`config.mk`:
```
export PLATFORM = sky130hd
export DESIGN_NAME = awpid_mul
export DESIGN_NICKNAME = d
export VERILOG_FILES = /design/src/hw/rtl/angle_wrapped_position_pid_core_defines.svh /design/src/hw/rtl/awpid_pkg.sv /design/src/hw/rtl/awpid_mul.sv
export SDC_FILE = /design/constraint.sdc
export NUM_CORES = 2
export LEC_CHECK = 0
export BUFFER_PORTS_ARGS = -buffer_cell sky130_fd_sc_hd__buf_2
export CAP_MARGIN = 20
export CELL_PAD_IN_SITES_DETAIL_PLACEMENT = 0
export CELL_PAD_IN_SITES_GLOBAL_PLACEMENT = 1
export CORE_ASPECT_RATIO = 1.2
export CORE_MARGIN = 2
export CORE_UTILIZATION = 45
export CTS_BUF_LIST = sky130_fd_sc_hd__clkbuf_2 sky130_fd_sc_hd__clkbuf_4 sky130_fd_sc_hd__clkbuf_8
export DETAILED_ROUTE_END_ITERATION = 12
export PLACE_DENSITY = 0.75
export SLEW_MARGIN = 10
export SYNTH_ARGS = -nofsm -noshare
export SYNTH_HDL_FRONTEND = slang
export SYNTH_SLANG_ARGS = --single-unit
```
`constraint.sdc`:
```
create_clock -name clk -period 8 [get_ports clk]
set_input_delay 1.6 -clock clk [delete_from_list [all_inputs] [get_ports clk]]
set_output_delay 1.6 -clock clk [all_outputs]
set_load 0.1 [all_outputs]
```
`src/hw/rtl/angle_wrapped_position_pid_core_defines.svh`:
```
// Assertion macros shared by the angle-wrapped position PID RTL.
// Each file that asserts includes this header; it needs clk and rst_n in scope.
`ifndef ANGLE_WRAPPED_POSITION_PID_CORE_DEFINES_SVH
`define ANGLE_WRAPPED_POSITION_PID_CORE_DEFINES_SVH

// Same-cycle implication, checked at every rising clock edge out of reset.
`define AWPID_ASSERT_IMPL(label, ante, cons) \
    label: assert property (@(posedge clk) disable iff (!rst_n) (ante) |-> (cons)) \
        else $error("awpid same-cycle check failed");

// Next-cycle implication, checked at every rising clock edge out of reset.
`define AWPID_ASSERT_NEXT(label, ante, cons) \
    label: assert property (@(posedge clk) disable iff (!rst_n) (ante) |=> (cons)) \
        else $error("awpid next-cycle check failed");

`endif

```
`src/hw/rtl/awpid_pkg.sv`:
```
// Package for the angle-wrapped position PID core: field widths, constants,
// register indexes and the beat structs passed between pipeline stages.
// No dependencies.
package awpid_pkg;

    // Field and datapath widths
    localparam int POS_W      = 15;
    localparam int GAIN_W     = 24;
    localparam int LIM_W      = 15;
    localparam int ERR_W      = 16;
    localparam int DIFF_W     = 17;
    localparam int INTEG_W    = 32;
    localparam int OUT_W      = 16;
    localparam int FRAC_W     = 16;
    localparam int P_TERM_W   = GAIN_W + ERR_W;
    localparam int D_TERM_W   = GAIN_W + DIFF_W;
    localparam int I_TERM_W   = GAIN_W + INTEG_W;
    localparam int SUM_W      = I_TERM_W + 2;
    localparam int CFG_IDX_W  = 3;
    localparam int CFG_DATA_W = 24;

    // Angle constants in 1/64 degree
    localparam logic signed [DIFF_W-1:0] HALF_TURN = 17'sd11520;
    localparam logic signed [DIFF_W-1:0] FULL_TURN = 17'sd23040;

    // Register reset values
    localparam logic signed [GAIN_W-1:0] PROP_GAIN_RST    = 24'sd5243;
    localparam logic signed [GAIN_W-1:0] INTEG_GAIN_RST   = 24'sd0;
    localparam logic signed [GAIN_W-1:0] DERIV_GAIN_RST   = 24'sd5243;
    localparam logic [LIM_W-1:0]         OUTPUT_LIMIT_RST = 15'd6400;
    localparam logic signed [POS_W-1:0]  TARGET_POS_RST   = 15'sd0;
    localparam logic                     LOOP_ENABLE_RST  = 1'b0;

    // Configuration register indexes
    typedef enum logic [CFG_IDX_W-1:0] {
        REG_PROP_GAIN       = 3'd0,
        REG_INTEG_GAIN      = 3'd1,
        REG_DERIV_GAIN      = 3'd2,
        REG_OUTPUT_LIMIT    = 3'd3,
        REG_TARGET_POSITION = 3'd4,
        REG_LOOP_ENABLE     = 3'd5
    } reg_index_t;

    // Current configuration as seen by the datapath
    typedef struct packed {
        logic signed [GAIN_W-1:0] prop_gain;
        logic signed [GAIN_W-1:0] integ_gain;
        logic signed [GAIN_W-1:0] deriv_gain;
        logic [LIM_W-1:0]         output_limit;
        logic signed [POS_W-1:0]  target_position;
        logic                     loop_enable;
    } cfg_t;

    // Error stage to multiplier stage
    typedef struct packed {
        logic signed [ERR_W-1:0]   err;
        logic signed [DIFF_W-1:0]  diff;
        logic signed [INTEG_W-1:0] integ;
    } err_beat_t;

    // Multiplier stage to output stage
    typedef struct packed {
        logic signed [P_TERM_W-1:0] p_term;
        logic signed [D_TERM_W-1:0] d_term;
        logic signed [I_TERM_W-1:0] i_term;
    } prod_beat_t;

endpackage

```
`src/hw/rtl/awpid_mul.sv`:
```
// Multiplier stage: the three gain products, registered.
// Depends on awpid_pkg.
module awpid_mul
    import awpid_pkg::*;
(
    input  logic       clk,
    input  logic       rst_n,
    input  cfg_t       cfg,
    input  logic       in_valid,
    output logic       in_ready,
    input  err_beat_t  in_beat,
    output logic       out_valid,
    input  logic       out_ready,
    output prod_beat_t out_beat
);

    logic       valid_reg;
    prod_beat_t prod_reg;
    prod_beat_t prod_next;

    assign in_ready  = !valid_reg || out_ready;
    assign out_valid = valid_reg;
    assign out_beat  = prod_reg;

    // Products in Q.16 of output units.
    always_comb
    begin
        prod_next.p_term = P_TERM_W'(in_beat.err) * P_TERM_W'(cfg.prop_gain);
        prod_next.d_term = D_TERM_W'(in_beat.diff) * D_TERM_W'(cfg.deriv_gain);
        prod_next.i_term = I_TERM_W'(in_beat.integ) * I_TERM_W'(cfg.integ_gain);
    end

    // Stage valid flag.
    always_ff @(posedge clk or negedge rst_n)
    begin
        if (!rst_n)
            valid_reg <= 1'b0;
        else if (in_ready)
            valid_reg <= in_valid;
    end

    // Product registers.
    always_ff @(posedge clk)
    begin
        if (in_ready && in_valid)
            prod_reg <= prod_next;
    end

endmodule

```
Yosys cells after proc, flatten, opt, wreduce, memory -nomap -nowiden. Index checks and enable logic that the tools add are counted.

$mul: 3. Reduce and logical (&&, ||, !) cells: 3.

Operators by type and width (number): $mul A32 B24 Y56 (1); $mul A17 B24 Y41 (1); $mul A16 B24 Y40 (1); $logic_and A1 B1 Y1 (1); $logic_not A1 Y1 (1); $logic_or A1 B1 Y1 (1).

Flip-flop bits (word level): 138. Input bits: 172. Output and inout port bits: 139. Word-level logic and storage cells: 10.

Longest topological paths before layout.
Depth after elaboration: 3. Mapped depth: 27. Mapped depth without buffers: 25.

Worst setup path after synthesis. No wires, ideal clock.

Path type: input -> register. From: in in_beat[31] in the netlist's numbering. To: reg prod_reg (netlist bit out_beat[55]), data pin. Setup time: 0.167 ns. Data arrival time: 8.046 ns. Data required time: 7.833 ns. Setup slack: -0.213 ns. Stages on the path: 25. Path buffers: 2. Path through: clkbuf_1 -> nand2_1 -> inv_1 -> fa_1 -> fa_1 -> inv_1 -> fa_1 -> fa_1 -> fa_1 -> inv_1 -> fa_1 -> inv_1 -> fa_1 -> inv_1 -> ha_1 -> clkbuf_1 -> a21o_1 -> a21o_1 -> a21oi_1 -> o2111ai_1 -> or3_1 -> nor3_1 -> nor3_1 -> o211a_1 -> a211oi_1.

RTL lines: start: declaration (RTL line awpid_mul.sv:11) `input err_beat_t in_beat,`; end signal: assignment (RTL line awpid_mul.sv:46) `prod_reg <= prod_next;`; end: declaration (RTL line awpid_mul.sv:18) `prod_beat_t prod_reg;`.

==> results by stage <==
Synthesis:
- The xor/xnor share of the synthesized area is 2.08%.
- The commonest cells after synthesis are sky130_fd_sc_hd__inv_1 (1588), sky130_fd_sc_hd__fa_1 (1558), sky130_fd_sc_hd__nand2_1 (875).
- The average instance area after synthesis is 9.52 sq um.
- The register bit count reported by yosys is 138.
- Of the post-synthesis cell area, the dominant cell type holds 52.6%.
- The synthesized netlist devotes 4.34% of its cell area to compound gates.
- By area, the combinational part of the netlist is dominated by adder cells.
- After Yosys synthesis, and, or, nand and nor cells account for 15.0% of the synthesized area.
- When the netlist entered floorplanning its net count stood at 8311.
- Sorting the synthesized cells by area gives the leading types as sky130_fd_sc_hd__fa_1 (53%), sky130_fd_sc_hd__inv_1 (10%), sky130_fd_sc_hd__ha_1 (7.3%), sky130_fd_sc_hd__and2_1 (7.1%), sky130_fd_sc_hd__edfxtp_1 (6.9%).
- The synthesized netlist devotes 59.9% of its cell area to adder and majority cells.
- After synthesis, the share of flip-flops with an asynchronous set or reset is 0.725%.
- During synthesis, Yosys emitted a total of 0 warnings.
- The sequential cell area fraction in the yosys report is 6.98%.
- The count of flip-flops with a built-in enable after synthesis is 137.
- The mux contribution to synthesized area is 0.0169%.
- Yosys instantiated no cell more often than sky130_fd_sc_hd__inv_1.
- Synthesis produced 6234 cells.
- Of all cell types, the one taking the most synthesized area is sky130_fd_sc_hd__fa_1.
- The netlist uses 63 different library cells.
- The cell area after technology mapping is 59300 sq um.
- Among all flip-flop cells after synthesis, the most frequent one is sky130_fd_sc_hd__edfxtp_1.

Routing:
- In the routed layout, each cell is associated on average with a via count of 5.01.
- For this run, design rule violations remaining after detail routing come to 0.
- For this block, the initial DRC count from the detailed router was 2043.
- The detailed router placed 42800 vias in this run.
- The final routed wire length divided by cell count is 18.4 microns.
- The total length of routed wires is 157000 microns.
- The count of nets left with antenna violations after detail routing is 0.
- The pre-antenna-repair detailed-routing pass consisted of 6 iterations.

Floorplan:
- The number of standard-cell rows in the floorplan is 145.
- The area of the die is 135000 sq um.
- The number of ports placed on the die boundary is 311.
- The initial standard-cell utilization of the core is 45.5%.
- The die is 335 microns wide.
- The die boundary height is 402 microns.
- After floorplanning, the core was sized to cover 130000 sq um.

GRT:
- The first-pass GRT wire length is 259000 microns.
- The leftover overflow at the end of global routing is 0.
- The maximum number of pins on one net before global-route repair is 66.
- Global routing used 3.19% of the available met3 tracks.
- The initial antenna violation count came to 10.
- Global routing consumed, over all layers together, 24.7% of the routing resources.
- The fraction of met2 tracks used by global routing is 42.9%.
- The peak-usage layer in the global routing report is met2.
- The via count of the first global-routing pass came to 47600.
- The global-route met1 utilization is 32.3%.

Clocking:
- TritonCTS built the clock tree.
- For this design, the sink count on the clock tree is 138.
- The clock-pin slew on the worst setup and hold paths is 80 ps.
- For the worst-skew pair, the clock arrives at the later sink with an insertion delay of 650 ps.
- Clock tree synthesis selected as its root buffer the cell sky130_fd_sc_hd__clkbuf_8.
- The buffer depth of the longest clock path is 2.
- The maximum level of the CTS H-tree is 4.
- TritonCTS created 17 clock buffers.

Setup path:
- Data on the critical path arrives at its endpoint at 8240 ps.
- The startpoint type of the worst setup path is an input port.
- Data on the critical path is required at its endpoint by 8370 ps.
- The setup path with the least slack is of type in2reg.
- The kind of end point of the critical path is a flop.
- The maximum fanout along the worst path is 10.

Placed design:
- The cell area after placement is 66700 sq um.
- In this run, placement finished with an instance count of 8503.
- Summed over all nets, the half-perimeter wirelength after detailed placement is 138000 microns.
- Input and output buffers added on the ports amount to 279.
- The worst setup timing slack at the placement stage is -882 ps.
- At the end of routability-driven placement, the weighted congestion stood at 0.925.

Timing:
- The setup skew after layout is 30.2 ps.
- The setup-violating endpoint count in the final report is 0.
- Dividing the final minimum period by the clock period gives 98.5%.
- The fmax is 0.127 GHz.
- The number of hold violations in the final report is 0.
- The minimum clock period is 7880 ps.
- Setup slack on the critical path of the routed design comes to 123 ps.
- The remaining max-slew budget at the tightest pin is 34.5%.
- The slew of the pin with the lowest slew margin is 982 ps.
- The total count of max-transition violations in the final report came to 0.

Layout:
- In the final layout, the share of cells above drive strength 1 is 14.1%.
- The signed area change from the synthesized netlist to the final layout is 14.0%.
- The post-route non-filler standard cell count is 8548.
- With fillers left out, the area of the finished cells amounts to 67600 sq um.
- The number of nets in the final layout is 8916.

Run:
- The number of maximum-capacitance violations is 0.

Hold path:
- The path category of the worst min-delay check is reg2reg.

Status:
- The flow ran to the end, and the final reports show no timing, DRC or antenna violations.
-- final cells by class --
type	count	area [sq um]
Inverter	1588	5960
Antenna cell	6	15.0
Timing Repair Buffer	850	6470
Sequential cell	138	4140
Tap cell	1690	2110
Multi-Input combinational cell	4244	48600
Fill cell	11900	62800
Clock inverter	15	124
Clock buffer	17	234
-- path summary, 6_finish.rpt --
path	start	end	slack, ps	cells past startpoint
worst max-delay path	in_beat[11]	out_beat[47]	120	25
worst min-delay path	out_valid	out_valid	550	2
worst max register to register	out_valid	out_beat[52]	5930	3
worst min register to register	out_valid	out_valid	550	2
max in group asynchronous	rst_n	out_valid	7180	1
min in group asynchronous	rst_n	out_valid	740	1
-- placed cells by master, fill, tap and decap left out, drive strengths merged, types with 15 or more instances in the layout --
master and count:
inv 1592, fa 1558, nand2 875, buf 840, and2 676, ha 347, edfxtp 137, a21oi 108
xnor2 106, nor2 100, nand2b 63, o21ai 61, a21o 59, xor2 35, o21a 32, clkbuf 27
nand3 22, o21bai 19, nor2b 18, a211oi 15
-- repair_timing --
action | 4_1_cts | 5_1_grt
cloned | 0 | 1
setup buffers | 0 | 8
endpoints found under the setup margin | 14 | 24
pin swaps | 1 | 74
resized for setup | 10 | 154
hold buffers | 0 | 0
-- logic make-up after synthesis --
kind of cell / Yosys count
adders and majority gates: 1905
buffers and inverters: 1852
and+or+nand+nor: 1811
AOI/OAI and AO/OA: 386
xor gates and xnor gates: 141
DFF: 138
muxes: 1
-- stage by stage --
stage / setup TNS [ps] / utilization (%) / hold WS (ps)
2_1_floorplan: 0 / - / 1300
3_3_place_gp: -18820 / 51.1 / 504
3_5_place_dp: -19170 / 51.1 / 531
4_1_cts: 0 / 51.4 / 553
5_1_grt: -9.12 / 51.9 / 627
6_report: 0 / 51.9 / 546
-- critical path, stage by stage --
cell and delay (ps):
sky130_fd_sc_hd__clkbuf_4 180, sky130_fd_sc_hd__buf_6 150, sky130_fd_sc_hd__buf_4 190, sky130_fd_sc_hd__nand2_1 90, sky130_fd_sc_hd__fa_1 510, sky130_fd_sc_hd__inv_1 50, sky130_fd_sc_hd__fa_1 470, sky130_fd_sc_hd__fa_1 540
sky130_fd_sc_hd__fa_2 640, sky130_fd_sc_hd__fa_2 460, sky130_fd_sc_hd__fa_1 560, sky130_fd_sc_hd__inv_1 60, sky130_fd_sc_hd__fa_1 490, sky130_fd_sc_hd__inv_1 60, sky130_fd_sc_hd__ha_4 220, sky130_fd_sc_hd__buf_4 150
sky130_fd_sc_hd__a211o_1 320, sky130_fd_sc_hd__a21oi_2 190, sky130_fd_sc_hd__o21ai_2 100, sky130_fd_sc_hd__a2111oi_4 310, sky130_fd_sc_hd__buf_4 210, sky130_fd_sc_hd__nor4_4 50, sky130_fd_sc_hd__o211ai_1 280, sky130_fd_sc_hd__nand2_1 150
sky130_fd_sc_hd__xor2_2 210
-- flip-flops by register name, summed over array words and instances (netlist names) --
name,count
out_beat,137
out_valid,1
-- metal layers --
layer	part of all wire, %	wire (microns)	vias to the layer above
li1	-	-	19200
met1	41	64800	22400
met2	51	80500	994
met3	4.7	7460	193
met4	2.8	4480	2
met5	0.0045	7	-
Power is not shown: default switching activity piles up to over one toggle a cycle in this logic, so the estimate is an artifact.
