File: config.mk
export PLATFORM = sky130hd
export DESIGN_NAME = awpid_err
export DESIGN_NICKNAME = d
export VERILOG_FILES = /design/src/hw/rtl/awpid_pkg.sv /design/src/hw/rtl/awpid_err.sv
export VERILOG_INCLUDE_DIRS = /design/src /design/src/hw/rtl
export SDC_FILE = /design/constraint.sdc
export NUM_CORES = 1
export LEC_CHECK = 0
export BUFFER_PORTS_ARGS = -buffer_cell sky130_fd_sc_hd__buf_2
export CAP_MARGIN = 20
export CORE_UTILIZATION = 35
export DETAILED_ROUTE_END_ITERATION = 8
export GPL_ROUTABILITY_DRIVEN = 0
export MAX_ROUTING_LAYER = met4
export SYNTH_ARGS = -nofsm -noshare
export SYNTH_HDL_FRONTEND = slang
export SYNTH_SLANG_ARGS = --single-unit
File: constraint.sdc
create_clock -name clk -period 10 [get_ports clk]
set_input_delay 1 -clock clk [delete_from_list [all_inputs] [get_ports clk]]
set_output_delay 1 -clock clk [all_outputs]
set_load 0.02 [all_outputs]
File: src/hw/rtl/angle_wrapped_position_pid_core_defines.svh
// Assertion macros shared by the angle-wrapped position PID RTL.
// Each file that asserts includes this header; it needs clk and rst_n in scope.
`ifndef ANGLE_WRAPPED_POSITION_PID_CORE_DEFINES_SVH
`define ANGLE_WRAPPED_POSITION_PID_CORE_DEFINES_SVH

// Same-cycle implication, checked at every rising clock edge out of reset.
`define AWPID_ASSERT_IMPL(label, ante, cons) \
    label: assert property (@(posedge clk) disable iff (!rst_n) (ante) |-> (cons)) \
        else $error("awpid same-cycle check failed");

// Next-cycle implication, checked at every rising clock edge out of reset.
`define AWPID_ASSERT_NEXT(label, ante, cons) \
    label: assert property (@(posedge clk) disable iff (!rst_n) (ante) |=> (cons)) \
        else $error("awpid next-cycle check failed");

`endif

File: src/hw/rtl/awpid_pkg.sv
// Package for the angle-wrapped position PID core: field widths, constants,
// register indexes and the beat structs passed between pipeline stages.
// No dependencies.
package awpid_pkg;

    // Field and datapath widths
    localparam int POS_W      = 15;
    localparam int GAIN_W     = 24;
    localparam int LIM_W      = 15;
    localparam int ERR_W      = 16;
    localparam int DIFF_W     = 17;
    localparam int INTEG_W    = 32;
    localparam int OUT_W      = 16;
    localparam int FRAC_W     = 16;
    localparam int P_TERM_W   = GAIN_W + ERR_W;
    localparam int D_TERM_W   = GAIN_W + DIFF_W;
    localparam int I_TERM_W   = GAIN_W + INTEG_W;
    localparam int SUM_W      = I_TERM_W + 2;
    localparam int CFG_IDX_W  = 3;
    localparam int CFG_DATA_W = 24;

    // Angle constants in 1/64 degree
    localparam logic signed [DIFF_W-1:0] HALF_TURN = 17'sd11520;
    localparam logic signed [DIFF_W-1:0] FULL_TURN = 17'sd23040;

    // Register reset values
    localparam logic signed [GAIN_W-1:0] PROP_GAIN_RST    = 24'sd5243;
    localparam logic signed [GAIN_W-1:0] INTEG_GAIN_RST   = 24'sd0;
    localparam logic signed [GAIN_W-1:0] DERIV_GAIN_RST   = 24'sd5243;
    localparam logic [LIM_W-1:0]         OUTPUT_LIMIT_RST = 15'd6400;
    localparam logic signed [POS_W-1:0]  TARGET_POS_RST   = 15'sd0;
    localparam logic                     LOOP_ENABLE_RST  = 1'b0;

    // Configuration register indexes
    typedef enum logic [CFG_IDX_W-1:0] {
        REG_PROP_GAIN       = 3'd0,
        REG_INTEG_GAIN      = 3'd1,
        REG_DERIV_GAIN      = 3'd2,
        REG_OUTPUT_LIMIT    = 3'd3,
        REG_TARGET_POSITION = 3'd4,
        REG_LOOP_ENABLE     = 3'd5
    } reg_index_t;

    // Current configuration as seen by the datapath
    typedef struct packed {
        logic signed [GAIN_W-1:0] prop_gain;
        logic signed [GAIN_W-1:0] integ_gain;
        logic signed [GAIN_W-1:0] deriv_gain;
        logic [LIM_W-1:0]         output_limit;
        logic signed [POS_W-1:0]  target_position;
        logic                     loop_enable;
    } cfg_t;

    // Error stage to multiplier stage
    typedef struct packed {
        logic signed [ERR_W-1:0]   err;
        logic signed [DIFF_W-1:0]  diff;
        logic signed [INTEG_W-1:0] integ;
    } err_beat_t;

    // Multiplier stage to output stage
    typedef struct packed {
        logic signed [P_TERM_W-1:0] p_term;
        logic signed [D_TERM_W-1:0] d_term;
        logic signed [I_TERM_W-1:0] i_term;
    } prod_beat_t;

endpackage

File: src/hw/rtl/awpid_err.sv
// Input register, angle wrap, error forming and controller state update.
// Depends on awpid_pkg and angle_wrapped_position_pid_core_defines.svh.
`include "angle_wrapped_position_pid_core_defines.svh"
module awpid_err
    import awpid_pkg::*;
(
    input  logic                    clk,
    input  logic                    rst_n,
    input  cfg_t                    cfg,
    input  logic                    in_valid,
    output logic                    in_ready,
    input  logic signed [POS_W-1:0] in_pos,
    output logic                    out_valid,
    input  logic                    out_ready,
    output err_beat_t               out_beat
);

    logic                      in_valid_reg;
    logic signed [POS_W-1:0]   pos_reg;
    logic                      beat_valid_reg;
    err_beat_t                 beat_reg;
    logic signed [ERR_W-1:0]   prev_error_reg;
    logic signed [INTEG_W-1:0] integ_reg;

    logic signed [DIFF_W-1:0]  diff_raw;
    logic signed [DIFF_W-1:0]  diff_wrapped;
    logic signed [ERR_W-1:0]   err_next;
    logic signed [DIFF_W-1:0]  diff_next;
    logic signed [INTEG_W:0]   integ_sum;
    logic signed [INTEG_W-1:0] integ_next;
    logic                      beat_ready;
    logic                      move;

    // Stage handshake: a stage loads when empty or when its beat moves on.
    assign beat_ready = !beat_valid_reg || out_ready;
    assign in_ready   = !in_valid_reg || beat_ready;
    assign move       = in_valid_reg && beat_ready;
    assign out_valid  = beat_valid_reg;
    assign out_beat   = beat_reg;

    // Measured minus target, wrapped once into half a turn, then negated.
    always_comb
    begin
        diff_raw = DIFF_W'(pos_reg) - DIFF_W'(cfg.target_position);
        priority if (diff_raw > HALF_TURN)
            diff_wrapped = diff_raw - FULL_TURN;
        else if (diff_raw < -HALF_TURN)
            diff_wrapped = diff_raw + FULL_TURN;
        else
            diff_wrapped = diff_raw;
        err_next  = ERR_W'(-diff_wrapped);
        diff_next = DIFF_W'(err_next) - DIFF_W'(prev_error_reg);
    end

    // Saturating integral update.
    always_comb
    begin
        integ_sum = (INTEG_W+1)'(integ_reg) + (INTEG_W+1)'(err_next);
        if (integ_sum[INTEG_W] != integ_sum[INTEG_W-1])
            integ_next = integ_sum[INTEG_W] ? {1'b1, {(INTEG_W-1){1'b0}}}
                                            : {1'b0, {(INTEG_W-1){1'b1}}};
        else
            integ_next = integ_sum[INTEG_W-1:0];
    end

    // Valid flags and controller state.
    always_ff @(posedge clk or negedge rst_n)
    begin
        if (!rst_n)
        begin
            in_valid_reg   <= 1'b0;
            beat_valid_reg <= 1'b0;
            prev_error_reg <= '0;
            integ_reg      <= '0;
        end
        else
        begin
            if (in_ready)
                in_valid_reg <= in_valid;
            if (beat_ready)
                beat_valid_reg <= in_valid_reg;
            if (move)
            begin
                prev_error_reg <= err_next;
                integ_reg      <= integ_next;
            end
        end
    end

    // Payload registers.
    always_ff @(posedge clk)
    begin
        if (in_ready && in_valid)
            pos_reg <= in_pos;
        if (move)
        begin
            beat_reg.err   <= err_next;
            beat_reg.diff  <= diff_next;
            beat_reg.integ <= integ_reg;
        end
    end

    // The stored previous error is the error just handed downstream.
    `AWPID_ASSERT_NEXT(a_prev_err_tracks, move, prev_error_reg == beat_reg.err)
    // A non-negative integral never wraps negative on a non-negative error.
    `AWPID_ASSERT_NEXT(a_integ_no_wrap_up, move && !integ_reg[INTEG_W-1] && !err_next[ERR_W-1], !integ_reg[INTEG_W-1])
    // The difference term matches the error change carried with it.
    `AWPID_ASSERT_NEXT(a_diff_consistent, move, beat_reg.diff == DIFF_W'(beat_reg.err) - DIFF_W'($past(prev_error_reg)))

endmodule

Word-level counts from Yosys, hierarchy flattened:

Index checks and enable logic that the tools add are counted.

* bits in registers: 130
* bits of input ports: 122
* logic and storage cells: 27
* output and inout bits: 67

* reduce and logical (&&, ||, !) cells: 6
* multiplexer cells: 4
* order comparisons: 2
* $add $sub $neg: 6
* equality and inequality tests: 1

Operators with widths (count)
* 2-to-1 mux 32 bit: 2
* adder 32 x 16 -> 33 bit: 1
* 2-to-1 mux 16 bit: 2
* subtractor 16 x 16 -> 17 bit: 1
* adder 16 bit (second input constant): 1
* greater-than comparator 16 x 15 -> 1 bit (second input constant): 1
* less-than comparator 16 x 15 -> 1 bit (second input constant): 1
* negation 16 bit: 1
* subtractor 15 x 15 -> 16 bit: 1
* subtractor 16 bit (second input constant): 1
* logical AND 1 bit: 2
* zero test 1 bit: 2
* logical OR 1 bit: 2
* inequality test 1 bit: 1

Logic depth before layout (Yosys ltp):

Gate-level depths: netlist of the first run.

* word-level depth: 8
* depth in mapped cells: 29
* depth with buffers taken out: 27

Least setup slack after synthesis of the first run:

Ideal clock, no wire load.

* kind: input-to-reg
* start: input port cfg[1] (netlist name)
* end: register integ_reg[10]
* data arrival time: 7638 ps
* stages: 25
* setup time: 65 ps
* path slack: 2296 ps
* required time: 9935 ps
* buffers on the path: 2
* cells stage by stage: ha_1 inv_1 fa_1 a21o_1 a221oi_2 o21bai_1 a21oi_1 mux2_2 o31a_1 or3_1 buf_2 and4_1 o221a_2 a21oi_1 ha_1 a21o_1 a21o_1 a21o_1 and2_1 a211oi_1 o2111ai_1 o311a_1 o21ai_1 clkbuf_1 o221a_2

* cells in the longest elaborated chain, start to end: 8
* elaborated cells between the ends (all ways): 12
* classes of those cells: add/sub (5); order compare (2); eq/ne (1); mux (4)

RTL lines
* start, declared: RTL line awpid_err.sv:9 `input cfg_t cfg,`
* subtractor 15 x 15 -> 16 bit *: RTL line awpid_err.sv:44 `diff_raw = DIFF_W'(pos_reg) - DIFF_W'(cfg.target_position);`
* adder 16 bit or less-than comparator 16 x 15 -> 1 bit (tied branches): RTL line awpid_err.sv:48, awpid_err.sv:47
* 2-to-1 mux 16 bit: RTL line awpid_err.sv:47 `else if (diff_raw < -HALF_TURN)`
* 2-to-1 mux 16 bit *: RTL line awpid_err.sv:45 `priority if (diff_raw > HALF_TURN)`
* negation 16 bit *: RTL line awpid_err.sv:51 `err_next = ERR_W'(-diff_wrapped);`
* named net err_next[15]: RTL line awpid_err.sv:27 `logic signed [ERR_W-1:0] err_next;`
* adder 32 x 16 -> 33 bit *: RTL line awpid_err.sv:58 `integ_sum = (INTEG_W+1)'(integ_reg) + (INTEG_W+1)'(err_next);`
* 2-to-1 mux 32 bit or inequality test 1 bit (tied branches): RTL line awpid_err.sv:60, awpid_err.sv:59
* 2-to-1 mux 32 bit *: RTL line awpid_err.sv:59 `if (integ_sum[INTEG_W] != integ_sum[INTEG_W-1])`
* end signal, assigned: RTL line awpid_err.sv:85 `integ_reg <= integ_next;`
* end, declared: RTL line awpid_err.sv:23 `logic signed [INTEG_W-1:0] integ_reg;`

Mark *: on every way through the listed nets, which the timed path passes. The rest lies on a longest branch.
A chain may end at the register's enable or synchronous reset.

Worst setup path in the final report of the first run:

Same ends and word-level chain as after synthesis.

==> summary.md, run 1 <==
The post-synthesis share of cell area spent on and, or, nand and nor gates came out at 0.126. In this design, the stage delay of the slowest critical-path cell is 0.63 ns. For this design the ratio of total power to cell area is 373 nW/um2. The fraction of synthesized cell area in xor and xnor cells was 0.0682. The number of antenna diodes in the final layout is 0. STA classifies the critical path startpoint as an input pin.

The worst-case clock buffer depth was 2. For this design, the sink count on the clock tree is 130. The final worst-path cycle share was 0.839; the minimum setup slack in the final design was 1.61 ns. The clock latency on the worst-skew pair is 0.42 ns.

The worst-case vdd ir drop came out at 160 uV. The max-capacitance violation count is 0. Final setup violation count: 0. Counting flops and latches in the post-synthesis netlist gives 130. The run gives 0.160 as the global-route total usage across every layer.

TritonCTS built the clock tree. Row generation in the floorplan step produced 56 rows. For this run, the post-layout net count is 1110. The fraction of the mapped netlist area in compound gates was 0.195.

The combinational family with the most area after synthesis was compound AO/OA/AOI/OAI gates. For the clock skew after layout, the log shows 0.0145 ns. The min-delay analysis places its worst path in the category reg2reg.

For this block, the initial DRC count from the detailed router was 289. Setup total negative slack on the finished layout was measured at 0 ns. Summed over all nets, the half-perimeter wirelength after detailed placement is 13400 um.

The worst setup path is of the in2reg kind. The arithmetic-cell share of the synthesized area counting full adders, half adders and majority gates was 0.123. The number of buffers inserted to repair setup after CTS was 0; the area share of the largest cell type after synthesis was 0.288. The die is 156 um tall. The quantity of hold-fixing buffers added after cts is 0. After synthesis, the cell types taking the most area are sky130_fd_sc_hd__edfxtp_1, sky130_fd_sc_hd__dfrtp_1, sky130_fd_sc_hd__ha_1. Summed over all layers, the global routing overflow is 0. Before CTS, the worst setup slack after placement is 1.19 ns.

The number of hold violations in the final report was 0. The first TritonRoute pass finished after 5 iterations. The share of cells above drive strength 1 was 0.196. The post-synthesis instance area is 8340 um2. For this design, the slowest cell found on the critical path is sky130_fd_sc_hd__o21ai_1.

The kind of end point of the critical path was a flip-flop. The async set-reset flop share out of synthesis was 0.385. The register with the most flip-flops in the layout has 65 of them.

The floorplan step set the die width to 156 um. Setup repair after global routing left no endpoint under its margin. The largest net degree at the start of global routing was 71; the number of buffers inserted by port buffering was 100.

Number of enable-type register cells in the synthesized netlist: 80. Count of pins over their slew limit: 0. For the net count after synthesis, the log shows 1004. The run gives 0 as the number of antenna violations at the first check in global routing. Across all hold checks on the routed design, the worst slack comes to 0.485 ns. For the finished layout, the period the worst path requires is 8.39 ns. The most used flip-flop cell after synthesis is sky130_fd_sc_hd__edfxtp_1. Detailed routing placed a total of 703 um of wire on met3.

The biggest area contributor in the post-synthesis netlist is sky130_fd_sc_hd__edfxtp_1. In this run the static leakage power is 4.15 nW. For the synthesis warning total, the log shows 0. The tools report the critical path data arrival time as 8.74 ns.

The run finished with clean final reports. The tools report the number of gates given a new drive strength after cts as 0. The I/O pin total was 189. The routed design uses 8480 um of met2 wire. The proportion of synthesized area in mux cells came out at 0.0145. The die covers 24500 um2.

The tools report the starting utilization of the core area as 0.357. A synthesized cell averages 10.3 um2. The headroom to the max-slew limit is 0.458. In the synthesized netlist, the number of instances is 813. The final route contains 6339 vias.

Clock-pin slew was measured on the worst setup and hold paths at 0.06 ns. The detail route stage leaves a number of antenna-violating nets equal to 0. At the pin with the least slew margin, the transition time is 0.812 ns. The H-tree was split into 4 levels.

Derived from the worst setup path, the maximum achievable clock frequency is 0.119 GHz. The run gives 3.66 mW as the final total power. Dividing the detail-routed via count by the number of cells gives 5.07. The peak fanout along the critical path is 9. The clock root buffer master is sky130_fd_sc_hd__clkbuf_16. In the synthesized netlist, the cells that appear most often are sky130_fd_sc_hd__edfxtp_1, sky130_fd_sc_hd__ha_1, sky130_fd_sc_hd__nand2_1.

Dividing the detail-routed wire length by the instance count gives 14.6 um. The tools report the sequential element share of the synthesized area as 0.438. The logs give 17 for the CTS buffer count and 1.87 ns for the reg-to-reg setup timing slack. The core area was 23400 um2. In the final routing, the length of wire on met1 measures 8680 um. The highest metal layer carrying signal wires in the routed design is met4. Yosys instantiated no cell more often than sky130_fd_sc_hd__edfxtp_1. The critical path data required time was 10.35 ns. The tools report the number of global-route vias before repair as 6003.

In the routed design, unresolved DRC markers number 0. The synthesized netlist contains 74 unique library cells. Compared with the post-synthesis result, the final layout area differs by 17.6%. The first global-routing pass estimated 29600 um of wire. The routed design has 18200 um of wire.
==> per-stage QoR <==
stage	area [um2]	cells	utilization
2_1_floorplan	8340	813	-
3_3_place_gp	9230	1219	0.395
3_5_place_dp	9230	1219	0.395
4_1_cts	9810	1251	0.419
5_1_grt	9810	1251	0.419
6_report	9810	1251	0.419
==> layer usage <==
| layer | track usage | vias to the layer above |
|---|---|---|
| li1 | - | 3259 |
| met1 | 0.201 | 2917 |
| met2 | 0.255 | 137 |
| met3 | 0.0305 | 26 |
| met4 | 0.0574 | 0 |
| met5 | - | - |
==> power by group <==
group / leakage (nW) / total, mW / switching, mW / internal (mW)
registers: 1.34 / 0.906 / 0.0950 / 0.811
clock network: 0.286 / 0.614 / 0.240 / 0.374
logic: 2.53 / 2.14 / 1.22 / 0.914
==> final timing paths <==
kind                       cells past startpoint                       endpoint                 startpoint
max                                           27      integ_reg[10]$_DFFE_PN0P_                     cfg[1]
min                                            0         out_beat[23]$_DFFE_PP_  integ_reg[23]$_DFFE_PN0P_
max reg2reg                                   27      integ_reg[10]$_DFFE_PN0P_       pos_reg[0]$_DFFE_PP_
min reg2reg                                    0         out_beat[23]$_DFFE_PP_  integ_reg[23]$_DFFE_PN0P_
max in group asynchronous                      2  prev_error_reg[7]$_DFFE_PN0P_                      rst_n
min in group asynchronous                      2      integ_reg[26]$_DFFE_PN0P_                      rst_n
==> placed cells by master, fill, tap and decap left out, types with 4 or more instances in the layout <==
cell type,Yosys,final
sky130_fd_sc_hd__buf_2,1,100
sky130_fd_sc_hd__edfxtp_1,80,80
sky130_fd_sc_hd__ha_1,66,66
sky130_fd_sc_hd__nand2_1,63,63
sky130_fd_sc_hd__o21ai_0,58,58
sky130_fd_sc_hd__inv_1,55,55
sky130_fd_sc_hd__a21oi_1,52,51
sky130_fd_sc_hd__dfrtp_1,50,50
sky130_fd_sc_hd__nor2_1,42,42
sky130_fd_sc_hd__xnor2_1,40,40
sky130_fd_sc_hd__xor2_1,25,25
sky130_fd_sc_hd__a21o_1,21,21
sky130_fd_sc_hd__nand3_1,20,20
sky130_fd_sc_hd__o221a_2,18,18
sky130_fd_sc_hd__clkbuf_16,0,17
sky130_fd_sc_hd__nand2b_1,14,14
sky130_fd_sc_hd__nor3_1,14,14
sky130_fd_sc_hd__maj3_1,14,14
sky130_fd_sc_hd__and2_1,11,11
sky130_fd_sc_hd__o21a_1,10,10
sky130_fd_sc_hd__and3_1,9,9
sky130_fd_sc_hd__mux2_2,9,9
sky130_fd_sc_hd__buf_4,0,9
sky130_fd_sc_hd__o211ai_1,8,8
sky130_fd_sc_hd__nor4_1,8,8
sky130_fd_sc_hd__a31oi_1,8,8
sky130_fd_sc_hd__or2_2,6,6
sky130_fd_sc_hd__o311ai_0,5,5
sky130_fd_sc_hd__a211oi_1,5,5
sky130_fd_sc_hd__o31ai_1,4,4
sky130_fd_sc_hd__a21boi_0,4,4
sky130_fd_sc_hd__o21ai_1,4,4
sky130_fd_sc_hd__or3_1,4,4
sky130_fd_sc_hd__o21bai_1,4,4
sky130_fd_sc_hd__nand4_1,4,4
sky130_fd_sc_hd__clkinv_4,0,4
==> critical path: cells and delay by family <==
kind	cells	cell delay (ns)
AOI/OAI and AO/OA	18	4.76
xor gates and xnor gates	2	1.05
adders and majority gates	3	0.96
buffers and inverters	3	0.47
and+or+nand+nor	1	0.49
==> final cells by class <==
cell class	instances	area, um2
Clock inverter	12	131
Timing Repair Buffer	109	568
Sequential cell	130	3650
Multi-Input combinational cell	604	4400
Inverter	57	216
Fill cell	2328	13600
Tap cell	319	399
Clock buffer	20	447
==> logic make-up after synthesis <==
logic type | Yosys count
xor+xnor | 65
compound gates | 234
buf+inv | 79
simple gates | 211
flops | 130
fa+ha+maj | 83
mux | 11
No activity file was read; power rests on OpenSTA's default activity.
==> run 2: changes to the inputs <==
==> constraint.sdc (replaced) <==
create_clock -name clk -period 8.55 [get_ports clk]
set_input_delay 0.855 -clock clk [delete_from_list [all_inputs] [get_ports clk]]
set_output_delay 0.855 -clock clk [all_outputs]
set_load 0.02 [all_outputs]
==> run 2 against run 1 <==
Compared with the run above: global-route usage grew 0.11 points; critical path depth grew 1; core utilization grew 0.20 points; first-iteration DRC count grew 24%; sequential power grew 17%; sequential share of layout area shrank 0.17 points; worst hold slack gained 0.0023 ns; combinational power grew 18%; design area grew 0.47%; die area is the same; non-clock buffer count grew 6.
==> summary.md, run 2 (synthesis results as in run 1) <==
The flow ran to the end, and the final reports show no timing, DRC or antenna violations. The number of cells on the worst reg-to-reg path is 28. The peak fanout along the critical path is 13, and the max-capacitance violation count is 0. The final total power is 4.30 mW, and the number of antenna diodes is 0.

The time the final worst path needs with I/O delays and setup is 7.56 ns. Setup repair after global routing left no endpoint under its margin. The relative area change from synthesis to final layout came out at 18.1%. Dividing total power by cell area gives a power density of 436 nW/um2.

The worst hold path was traced through 0 stages. The run gives 0.445 as the headroom to the max-slew limit. Dividing the detail-routed wire length by the instance count gives 14.5 um.

Across the routed clock network, the largest skew measured is 0.00979 ns. The number of levels in the clock H-tree was 4; the reg-to-reg setup timing slack was 1.10 ns. In the layout the commonest cells are sky130_fd_sc_hd__buf_2, sky130_fd_sc_hd__edfxtp_1, sky130_fd_sc_hd__ha_1, sky130_fd_sc_hd__nand2_1, sky130_fd_sc_hd__o21ai_0. The logs give 4400 um2 for the multi-input gate area in the final layout and 0.246 for the sequential share of power. The type of the most critical hold path is reg2reg. Number of detailed-routing iterations run before antenna repair: 4.

The final worst-path cycle share is 0.885, and the quantity of hold-fixing buffers added after cts is 0. The clock passes through at most 2 buffers. Global-route track usage on met1: 0.205.

The filler cells instantiated in the layout total 2310. The tools report the global-route total usage across every layer as 0.161. The share of cells above drive strength 1 is 0.201, and the starting utilization of the core area is 0.357. STA classifies the critical path endpoint as a flip-flop. The logs give 0.586 for the combinational share of power and 18300 um for the total wire length after detailed routing. The core area was 23400 um2; the net switching power was 1.83 mW. The number of buffers inserted by port buffering works out to 100. The number of hold violations in the final report came out at 0.

The post-DP HPWL is 13500 um. For this run the aggregate overflow at the end of global routing stands at 0. The CTS buffer count was 17.

The setup path with the least slack is of type in2reg. After routing, the total negative slack on setup checks comes to 0 ns. Dividing the detail-routed via count by the number of cells gives 5.02. The cell sitting at the root of the clock tree is a sky130_fd_sc_hd__clkbuf_16. For the clock latency on the worst-skew pair, the log shows 0.42 ns.

The library cell used most frequently in the layout, excluding fill and tap cells, is sky130_fd_sc_hd__buf_2. Actual transition at the worst max-transition pin: 0.832 ns. The run gives 2.47 mW as the internal power. The endpoint identified for the worst register-to-register timing path is integ_reg[10]$_DFFE_PN0P_. Entering global routing, the biggest net connects 67 pins. The run gives 0 as the count of pins over their slew limit. The tools report the leakage power summed over all cells as 4.17 nW. The register clock-pin slew on the reported worst setup and hold paths works out to 0.06 ns. Gates resized during post-CTS repair numbered 0. For the met2 usage, the log shows 0.253. The final core area utilization was 0.421; the highest attainable clock frequency was 0.132 GHz. Setup violations remaining at the end of the flow were counted as 0.

The floorplan has 56 rows. The highest-utilization routing layer at the global route stage is met2. The flip-flop and latch area is 3650 um2.

Tracing the worst setup path back leads to its startpoint at cfg[1]. Hold timing on the final database bottoms out at a slack of 0.487 ns. Following the worst setup path forward leads to its endpoint at integ_reg[10]$_DFFE_PN0P_. In this run the vertical extent of the chip is 156 um.

Once the clock tree was built, the setup fixing pass inserted 0 buffers. The run gives 357 as the iteration-0 DRC count of the detailed router. In this run the critical register-to-register path is launched from pos_reg[0]$_DFFE_PP_. STA classifies the critical path startpoint as an input pin. The logs give 213 uV for the worst-case vdd ir drop and 0.0282 for the routing usage on met3. The register with the most flip-flops in the layout has 65 of them. TritonCTS built the clock tree. At the worst endpoint, the arrival time is 7.93 ns. During I/O placement, the number of pins put on the boundary was 189.

CTS saw 130 sinks. The total DRC errors in the routed layout was 0. The via total after detailed routing was 6315. The critical path data required time came out at 8.91 ns. The share of total power in the clock network was 0.167; the first-pass GRT wire length was 29800 um.

At the end of the flow, the number of nets in the layout was 1116. The floorplan die width was 156 um. Number of global-route vias before repair: 6024. The detail route stage leaves a number of antenna-violating nets equal to 0.

The fraction of power spent switching nets was 0.425; the total die area was 24500 um2. For the number of antenna violations at the first check in global routing, the log shows 0.
## run 2: changes by cell type in the layout (fill, tap and decap cells not counted)
cell / delta
sky130_fd_sc_hd__buf_4: +6
sky130_fd_sc_hd__clkinv_2: -1
sky130_fd_sc_hd__clkinv_4: -1
sky130_fd_sc_hd__clkinvlp_4: +2
## run 2: power groups by stage
stage	Clock [mW]	Sequential, mW	Combinational (mW)
after detailed placement	0	1.08	2.51
after global routing	0.761	1.08	2.82
final	0.720	1.06	2.52
after floorplan	0	1.16	1.83
after CTS	0.738	1.06	2.52
after global placement	0	1.07	2.47
## run 2: cell type report
class,instances,share of cell area
clock buffer,20,0.0453
sequential,130,0.371
inverter,57,0.0220
clock inverter,12,0.0135
timing repair buffer,115,0.0622
tap,319,0.0405
multi-input combinational,604,0.446
## run 2: layer usage
layer / vias up / routed length [um] / share of wire
met2: 122 / 8430 / 0.46
met3: 30 / 562 / 0.031
met1: 2899 / 8840 / 0.48
met4: 0 / 425 / 0.023
met5: - / 0 / 0
li1: 3264 / - / -
## run 2: through the flow
step / std cells / worst slack, ns / area [um2]
after floorplan: 813 / 0.991 / 8340
after global placement: 1225 / 0.626 / 9280
after detailed placement: 1225 / 0.621 / 9280
after CTS: 1257 / 0.993 / 9860
after global routing: 1257 / 0.579 / 9860
final: 1257 / 0.985 / 9860
## run 2: how the worst min path moves through the flow
stage	from	to	slack [ns]
floorplan	integ_reg[23]$_DFFE_PN0P_	out_beat[23]$_DFFE_PP_	0.45
global placement	prev_error_reg[0]$_DFFE_PN0P_	prev_error_reg[0]$_DFFE_PN0P_	0.47
detailed placement	integ_reg[29]$_DFFE_PN0P_	out_beat[29]$_DFFE_PP_	0.48
CTS	integ_reg[14]$_DFFE_PN0P_	out_beat[14]$_DFFE_PP_	0.49
global route	integ_reg[29]$_DFFE_PN0P_	out_beat[29]$_DFFE_PP_	0.51
finish	integ_reg[29]$_DFFE_PN0P_	out_beat[29]$_DFFE_PP_	0.49
## run 2: critical path: stages
cell	delay, ns
sky130_fd_sc_hd__buf_2	0.09
sky130_fd_sc_hd__ha_1	0.18
sky130_fd_sc_hd__inv_1	0.06
sky130_fd_sc_hd__fa_1	0.39
sky130_fd_sc_hd__a21o_1	0.21
sky130_fd_sc_hd__a221oi_2	0.39
sky130_fd_sc_hd__o21bai_1	0.16
sky130_fd_sc_hd__a21oi_1	0.35
sky130_fd_sc_hd__mux2_2	0.41
sky130_fd_sc_hd__o31a_1	0.12
sky130_fd_sc_hd__or3_1	0.49
sky130_fd_sc_hd__a2111o_1	0.52
sky130_fd_sc_hd__a2111oi_4	0.35
sky130_fd_sc_hd__xor2_1	0.17
sky130_fd_sc_hd__ha_1	0.41
sky130_fd_sc_hd__a21o_1	0.15
sky130_fd_sc_hd__a21o_1	0.11
sky130_fd_sc_hd__a21oi_1	0.06
sky130_fd_sc_hd__o21a_1	0.20
sky130_fd_sc_hd__o21a_1	0.16
sky130_fd_sc_hd__a21oi_1	0.38
sky130_fd_sc_hd__a211oi_1	0.16
sky130_fd_sc_hd__buf_4	0.18
sky130_fd_sc_hd__o21a_1	0.21
sky130_fd_sc_hd__o311a_1	0.31
sky130_fd_sc_hd__o21ai_1	0.31
sky130_fd_sc_hd__buf_4	0.30
sky130_fd_sc_hd__o221a_2	0.22
